--- config.mk ---
export PLATFORM = sky130hd
export DESIGN_NAME = present_block_cipher_top
export DESIGN_NICKNAME = d
export VERILOG_FILES = /design/src/rtl/core/pbc_pkg.sv /design/src/rtl/core/present_block_cipher_top.sv
export SDC_FILE = /design/constraint.sdc
export NUM_CORES = 2
export LEC_CHECK = 0
export BUFFER_PORTS_ARGS = -buffer_cell sky130_fd_sc_hd__clkbuf_2
export CAP_MARGIN = 20
export CORE_MARGIN = 4
export CORE_UTILIZATION = 31
export DETAILED_ROUTE_END_ITERATION = 10
export PLACE_DENSITY = 0.5
export SYNTH_ARGS = -nofsm -noshare
export SYNTH_HDL_FRONTEND = slang
export SYNTH_SLANG_ARGS = --single-unit
--- constraint.sdc ---
create_clock -name clk -period 7.6 [get_ports clk]
set_input_delay 1.14 -clock clk [delete_from_list [all_inputs] [get_ports clk]]
set_output_delay 1.14 -clock clk [all_outputs]
set_load 0.03 [all_outputs]
--- src/rtl/core/pbc_pkg.sv ---
// shared types, constants and round functions of the present block cipher
package pbc_pkg;

	localparam int ROUNDS = 31;
	localparam int NKEYS  = 32;
	localparam int KA_W   = $clog2(NKEYS);

	localparam logic [1:0] REG_KEY_MODE  = 2'd0;
	localparam logic [1:0] REG_KEY_UPPER = 2'd1;
	localparam logic [1:0] REG_KEY_LOWER = 2'd2;

	localparam logic [3:0] SB [16] = '{
		4'hC, 4'h5, 4'h6, 4'hB, 4'h9, 4'h0, 4'hA, 4'hD,
		4'h3, 4'hE, 4'hF, 4'h8, 4'h4, 4'h7, 4'h1, 4'h2
	};
	localparam logic [3:0] SB_INV [16] = '{
		4'h5, 4'hE, 4'hF, 4'h8, 4'hC, 4'h1, 4'h2, 4'hD,
		4'hB, 4'h4, 4'h6, 4'h3, 4'h0, 4'h7, 4'h9, 4'hA
	};

	typedef enum logic [2:0] {
		ST_KLOAD,
		ST_KSCHED,
		ST_IDLE,
		ST_ROUND,
		ST_FINAL
	} state_t;

	function automatic logic [63:0] sub_fwd(input logic [63:0] x);
		logic [63:0] r;
		for (int j = 0; j < 16; j++) begin
			r[4*j +: 4] = SB[x[4*j +: 4]];
		end
		return r;
	endfunction

	function automatic logic [63:0] sub_inv(input logic [63:0] x);
		logic [63:0] r;
		for (int j = 0; j < 16; j++) begin
			r[4*j +: 4] = SB_INV[x[4*j +: 4]];
		end
		return r;
	endfunction

	// bit j moves to 16*j mod 63, bit 63 stays
	function automatic logic [63:0] perm_fwd(input logic [63:0] x);
		logic [63:0] r;
		for (int j = 0; j < 63; j++) begin
			r[(16 * j) % 63] = x[j];
		end
		r[63] = x[63];
		return r;
	endfunction

	// inverse: bit j moves to 4*j mod 63
	function automatic logic [63:0] perm_inv(input logic [63:0] x);
		logic [63:0] r;
		for (int j = 0; j < 63; j++) begin
			r[(4 * j) % 63] = x[j];
		end
		r[63] = x[63];
		return r;
	endfunction

	// one cipher round after the key xor
	function automatic logic [63:0] round_step(input logic [63:0] x, input logic dec);
		logic [63:0] r;
		if (dec) begin
			r = sub_inv(perm_inv(x));
		end else begin
			r = perm_fwd(sub_fwd(x));
		end
		return r;
	endfunction

	// one key schedule step on the 128-bit key state
	function automatic logic [127:0] key_step(input logic [127:0] k, input logic mode,
		input logic [5:0] c);
		logic [127:0] r;
		logic [79:0]  s;
		r = '0;
		if (mode) begin
			r = {k[66:0], k[127:67]};
			r[127:124] = SB[r[127:124]];
			r[123:120] = SB[r[123:120]];
			r[67:62] = r[67:62] ^ c;
		end else begin
			s = {k[18:0], k[79:19]};
			s[79:76] = SB[s[79:76]];
			s[20:15] = s[20:15] ^ c;
			r = {48'd0, s};
		end
		return r;
	endfunction

endpackage

--- src/rtl/core/present_block_cipher_top.sv ---
// present block cipher core: key schedule sequencer and round-iterative datapath
// an accepted item runs 31 rounds in ST_ROUND, then the final key xor in ST_FINAL
// a new item is taken only in ST_IDLE, after the last result is loaded; output stall delays that
// key schedule: after reset or any key register write, block stalls in ST_KLOAD, then ST_KSCHED
// reset: asynchronous active low, key registers clear to an all-zero 80-bit key
// round key memory has no reset, it is always refilled by the schedule pass
module present_block_cipher_top (
	input  logic        clk,
	input  logic        arst_n,
	// configuration write port
	input  logic        cfg_wr_en,
	input  logic [1:0]  cfg_index,
	input  logic [63:0] cfg_data,
	// input item channel
	input  logic        in_valid,
	output logic        in_stall,
	input  logic        req_type,
	input  logic [63:0] block_in,
	// result item channel
	output logic        out_valid,
	input  logic        out_stall,
	output logic [63:0] block_out
);

	localparam logic [pbc_pkg::KA_W-1:0] LAST_KEY  = pbc_pkg::KA_W'(pbc_pkg::NKEYS - 1);
	localparam logic [pbc_pkg::KA_W-1:0] ROUNDS_A  = pbc_pkg::KA_W'(pbc_pkg::ROUNDS);
	localparam logic [pbc_pkg::KA_W-1:0] LAST_RND  = pbc_pkg::KA_W'(pbc_pkg::ROUNDS - 1);

	pbc_pkg::state_t state_q, state_d;

	// configuration registers
	logic         key_mode_q;
	logic [63:0]  key_upper_q;
	logic [63:0]  key_lower_q;
	logic         cfg_hit;

	// key schedule state
	logic [127:0] kst_q;
	logic [pbc_pkg::KA_W-1:0] kcnt_q;
	logic [63:0]  rk_wdata;

	// round key memory, one write port and one registered read port
	logic [63:0]  rk_mem [pbc_pkg::NKEYS];
	logic [63:0]  rk_q;
	logic         rd_en;
	logic [pbc_pkg::KA_W-1:0] rd_addr;

	// datapath
	logic [63:0]  x_q;
	logic         dec_q;
	logic [pbc_pkg::KA_W-1:0] rcnt_q;
	logic [pbc_pkg::KA_W-1:0] rcnt_nxt;
	logic         out_valid_q;
	logic [63:0]  block_out_q;

	// sequencer controls
	logic         accept;
	logic         klod;
	logic         kwr;
	logic         rnd;
	logic         out_load;

	// a write to one of the three key registers restarts the schedule
	assign cfg_hit = cfg_wr_en && (cfg_index inside {pbc_pkg::REG_KEY_MODE,
		pbc_pkg::REG_KEY_UPPER, pbc_pkg::REG_KEY_LOWER});

	assign in_stall  = (state_q != pbc_pkg::ST_IDLE);
	assign out_valid = out_valid_q;
	assign block_out = block_out_q;

	// current round key taken from the top of the key state
	assign rk_wdata = key_mode_q ? kst_q[127:64] : kst_q[79:16];

	assign rcnt_nxt = rcnt_q + 1'b1;

	always_ff @(posedge clk or negedge arst_n) begin
		if (!arst_n) begin
			state_q <= pbc_pkg::ST_KLOAD;
		end else begin
			state_q <= state_d;
		end
	end

	always_comb begin
		state_d  = state_q;
		accept   = 1'b0;
		klod     = 1'b0;
		kwr      = 1'b0;
		rnd      = 1'b0;
		out_load = 1'b0;
		rd_en    = 1'b0;
		rd_addr  = '0;
		case (state_q)
			pbc_pkg::ST_KLOAD: begin
				klod    = 1'b1;
				state_d = pbc_pkg::ST_KSCHED;
			end
			pbc_pkg::ST_KSCHED: begin
				kwr = 1'b1;
				if (kcnt_q == LAST_KEY) begin
					state_d = pbc_pkg::ST_IDLE;
				end
			end
			pbc_pkg::ST_IDLE: begin
				if (in_valid) begin
					accept  = 1'b1;
					rd_en   = 1'b1;
					// first key: 0 for encryption, the last round key for decryption
					rd_addr = req_type ? ROUNDS_A : '0;
					state_d = pbc_pkg::ST_ROUND;
				end
			end
			pbc_pkg::ST_ROUND: begin
				rnd     = 1'b1;
				rd_en   = 1'b1;
				// decryption walks the keys downward
				rd_addr = dec_q ? (ROUNDS_A - rcnt_nxt) : rcnt_nxt;
				if (rcnt_q == LAST_RND) begin
					state_d = pbc_pkg::ST_FINAL;
				end
			end
			pbc_pkg::ST_FINAL: begin
				// wait for the output register to be free
				if (!out_valid_q || !out_stall) begin
					out_load = 1'b1;
					state_d  = pbc_pkg::ST_IDLE;
				end
			end
			default: begin
				state_d = pbc_pkg::ST_KLOAD;
			end
		endcase
		if (cfg_hit) begin
			state_d = pbc_pkg::ST_KLOAD;
		end
	end

	// configuration registers
	always_ff @(posedge clk or negedge arst_n) begin
		if (!arst_n) begin
			key_mode_q  <= 1'b0;
			key_upper_q <= '0;
			key_lower_q <= '0;
		end else if (cfg_wr_en) begin
			case (cfg_index)
				pbc_pkg::REG_KEY_MODE:  key_mode_q  <= cfg_data[0];
				pbc_pkg::REG_KEY_UPPER: key_upper_q <= cfg_data;
				pbc_pkg::REG_KEY_LOWER: key_lower_q <= cfg_data;
				default: ;
			endcase
		end
	end

	// schedule counter
	always_ff @(posedge clk or negedge arst_n) begin
		if (!arst_n) begin
			kcnt_q <= '0;
		end else if (klod) begin
			kcnt_q <= '0;
		end else if (kwr) begin
			kcnt_q <= kcnt_q + 1'b1;
		end
	end

	// key state, one schedule step per cycle
	always_ff @(posedge clk) begin
		if (klod) begin
			kst_q <= key_mode_q ? {key_upper_q, key_lower_q}
				: {48'd0, key_upper_q[15:0], key_lower_q};
		end else if (kwr) begin
			kst_q <= pbc_pkg::key_step(kst_q, key_mode_q, {1'b0, kcnt_q} + 6'd1);
		end
	end

	always_ff @(posedge clk) begin
		if (kwr) begin
			rk_mem[kcnt_q] <= rk_wdata;
		end
	end

	always_ff @(posedge clk) begin
		if (rd_en) begin
			rk_q <= rk_mem[rd_addr];
		end
	end

	// round counter
	always_ff @(posedge clk or negedge arst_n) begin
		if (!arst_n) begin
			rcnt_q <= '0;
		end else if (accept) begin
			rcnt_q <= '0;
		end else if (rnd) begin
			rcnt_q <= rcnt_nxt;
		end
	end

	// shared round unit: key xor, then s-box and permutation layers (inverse permutation first for decryption)
	always_ff @(posedge clk) begin
		if (accept) begin
			x_q   <= block_in;
			dec_q <= req_type;
		end else if (rnd) begin
			x_q <= pbc_pkg::round_step(x_q ^ rk_q, dec_q);
		end
	end

	// output register, final key xor on load
	always_ff @(posedge clk or negedge arst_n) begin
		if (!arst_n) begin
			out_valid_q <= 1'b0;
		end else if (out_load) begin
			out_valid_q <= 1'b1;
		end else if (!out_stall) begin
			out_valid_q <= 1'b0;
		end
	end

	always_ff @(posedge clk) begin
		if (out_load) begin
			block_out_q <= x_q ^ rk_q;
		end
	end

endmodule

==> metrics.txt <==
design area about 130000 sq um; Yosys cell types between 70 and 80; Post-CTS Setup Bufs 0; Die Footprint 366000 sq um; Worst-path clk slew 0.07 ns; Worst-Skew Late Latency approximately 0.87 ns; Die Ht slightly above 600 um; CTS tree done; CTS root buf clkbuf_16; Slew headroom 23.7%; final hold vios 0; sequential share of the synthesized area between 60% and 70%; maximum fanout along the worst path 122; layout cells sized above 1 between 10% and 20%; total CTS buffers between 200 and 300; Final Net Count between 8000 and 9000; type of the worst setup path register to register; Avg Synthesized Cell Area 13.5 sq um; endpoints failing setup 0; Setup Skew 0.0723 ns; crit path DAT between 5 and 6 ns; Synth Instances approximately 8200; Detailed Route WL 387 mm; register area between 70000 and 80000 sq um; DRC Markers 0; number of standard cells in the final layout excluding fillers between 10000 and 15000; Max-Cap Viols 0; commonest cells after routing, fill and taps aside edfxtp_1, nand2_1, a21oi_1, nor2_1, a31oi_1; clk buf depth 4; core footprint ~350000 sq um; predominant post-synthesis flop cell edfxtp_1; pin count of the biggest net entering global routing between 150 and 200; fmax approximately 190 MHz; vias in the first global route between 70000 and 80000; commonest non-fill, non-tap cell in the layout edfxtp_1; Initial Util 31.2%; GRT Util Overall roughly 20%; drt first pass iters 10; Worst Hold Class input port to asynchronous set/reset pin; first-pass GRT wire length roughly 540 mm; wire per inst ~29 um; Util after Layout a little over a third; min Tclk post-route 5.24 ns; Placed Area 117000 sq um; Hold Buf Count CTS 0; Ports ~200; GR Util met3 under 10%; crit path launch type register; Clock Sinks between 2000 and 3000; initial antenna violation count 18; cts repair resizes 0; peak supply drop ~0.27 mV; routability cong. roughly 0.83; # rows about 220; Die Wd 605 um; number of synthesized register bits 2512; EDFF count, synth ~2400; Vias 75277; measured slew at the worst slew-check pin approximately 1.1 ns; async set or reset register ratio after synthesis roughly 5.7%; Leak Pwr approximately 42 nW; GR Layer Usage met2 about a third; Worst EP required roughly 8.3 ns; Initial DRC Count ~11000; period utilization between 60% and 70%; total grt overflow 0; synth warn 0; area of the multi-input gates approximately 33000 sq um; Post-Syn Nets 8500; area grow syn2layout 14.0%; most used routing layer met2; Fin Setup TNS 0 ns; Fillers 33809; placed insts ~13000; status complete, no violations; mapped cell area approximately 110000 sq um; Pwr Density just under 300 nW/um^2; RSZ-0062 raised after global routing no; Crit. End Element register; Reg2Reg Setup Slack roughly 2.4 ns; IO Port Bufs approximately 200; Detail Route Antenna Nets 0; post-DR vias/cell ~5.7; met1 GRT Util between 20% and 30%; CTS H-tree depth 5; Final Max Tran Viols 0; placed wire-length estimate between 200 and 250 mm
==> logic make-up (layout without fill, tap and decap cells) <==
logic type / count (synthesis) / after routing / share of synthesized area (%)
adders and majority gates: 199 / 199 / 2.26
and+or+nand+nor: 1969 / 1969 / 7.68
muxes: 359 / 359 / 3.88
AOI/OAI and AO/OA: 2211 / 2211 / 14.5
xor gates and xnor gates: 123 / 123 / 1.00
DFF: 2512 / 2512 / 67.7
buffers and inverters: 792 / 1036 / 3.03
other: 0 / 3 / 0
==> report_power, final <==
part	total, mW	internal, mW	leakage (nW)	switching [mW]
clock network	13.2	7.59	4.27	5.65
registers	17.5	17.0	23.6	0.457
logic	5.93	1.53	14.0	4.41
==> path summary, 6_finish.rpt <==
| check | from | to | cells after the start |
|---|---|---|---|
| worst max-delay path | rcnt_q[0]$_DFFE_PN0P_ | rk_q[53]$_DFFE_PP_ | 10 |
| worst min-delay path | arst_n | key_lower_q[11]$_DFFE_PN0P_ | 1 |
| worst max register to register | rcnt_q[0]$_DFFE_PN0P_ | rk_q[53]$_DFFE_PP_ | 10 |
| worst min register to register | key_lower_q[41]$_DFFE_PN0P_ | key_lower_q[41]$_DFFE_PN0P_ | 1 |
| max in group asynchronous | arst_n | rcnt_q[0]$_DFFE_PN0P_ | 2 |
| min in group clk | key_lower_q[41]$_DFFE_PN0P_ | key_lower_q[41]$_DFFE_PN0P_ | 1 |
==> critical path, cell delays in order, from the launching register on <==
cell      delay, ns
dfrtp_4        0.84
inv_1          0.25
ha_4           0.44
nor2b_4        0.73
mux2_2         0.49
and2_4         0.59
buf_12         0.66
a222oi_1       0.16
a22oi_1        0.39
o22ai_1        0.16
a31oi_1        0.23
==> registers in the layout, summed over array words and instances (netlist names) <==
name / count
rk_mem: 2048
kst_q: 128
block_out: 64
key_lower_q: 64
key_upper_q: 64
rk_q: 64
x_q: 64
kcnt_q: 5
rcnt_q: 5
state_q: 3
dec_q: 1
key_mode_q: 1
out_valid: 1
==> synth_stat cells (40+ instances only) <==
master,count,area [sq um]
nor3b_1,52,390
a211oi_1,58,435
buf_1,42,158
edfxtp_1,2369,71100
a21boi_0,41,308
a2bb2oi_1,97,850
a222oi_1,139,1390
a311oi_1,50,438
nand4_1,51,319
nor2_1,354,1330
buf_2,142,711
clkbuf_1,417,1570
mux2_2,244,2750
a31oi_1,312,1950
nand2_1,1061,3980
a21oi_1,408,2040
nor3_1,40,200
xor2_1,63,552
o21ai_0,263,1320
and2_1,99,619
nand3_1,271,1360
o311ai_0,57,499
a221oi_2,99,1490
inv_1,144,541
a221oi_1,125,1090
xnor2_1,58,508
ha_1,199,2490
dfrtp_1,143,3580
mux2i_1,84,841
a22oi_1,210,1580
o22ai_1,152,951
o211ai_1,94,706
==> routing by layer <==
metal	wire (um)	up-vias
met4	11200	2
met1	169000	38896
met5	11	-
met2	173000	3826
li1	-	31931
met3	34200	622
==> area by class of cell <==
cell class / instances / share of cell area, %
well taps: 4730 / 4.70
repair buffers: 389 / 2.45
clock inverters: 148 / 1.04
flip-flops and latches: 2512 / 59.4
inverters: 155 / 0.475
diodes: 3 / 0.00596
clock buffers: 344 / 5.88
multi-input cells: 4861 / 26.1
==> metrics by stage <==
step | setup slack [ns] | total power, mW | hold slack [ns]
final | 2.36 | 36.7 | 0.376
after global routing | 2.27 | 37.9 | 0.411
after CTS | 2.47 | 36.8 | 0.343
after detailed placement | 2.22 | 23.6 | 0.491
after global placement | 2.27 | 23.5 | 0.484
after floorplan | 0.265 | 21.0 | 0.475
Note: power is estimated with default switching activity, not from simulation.
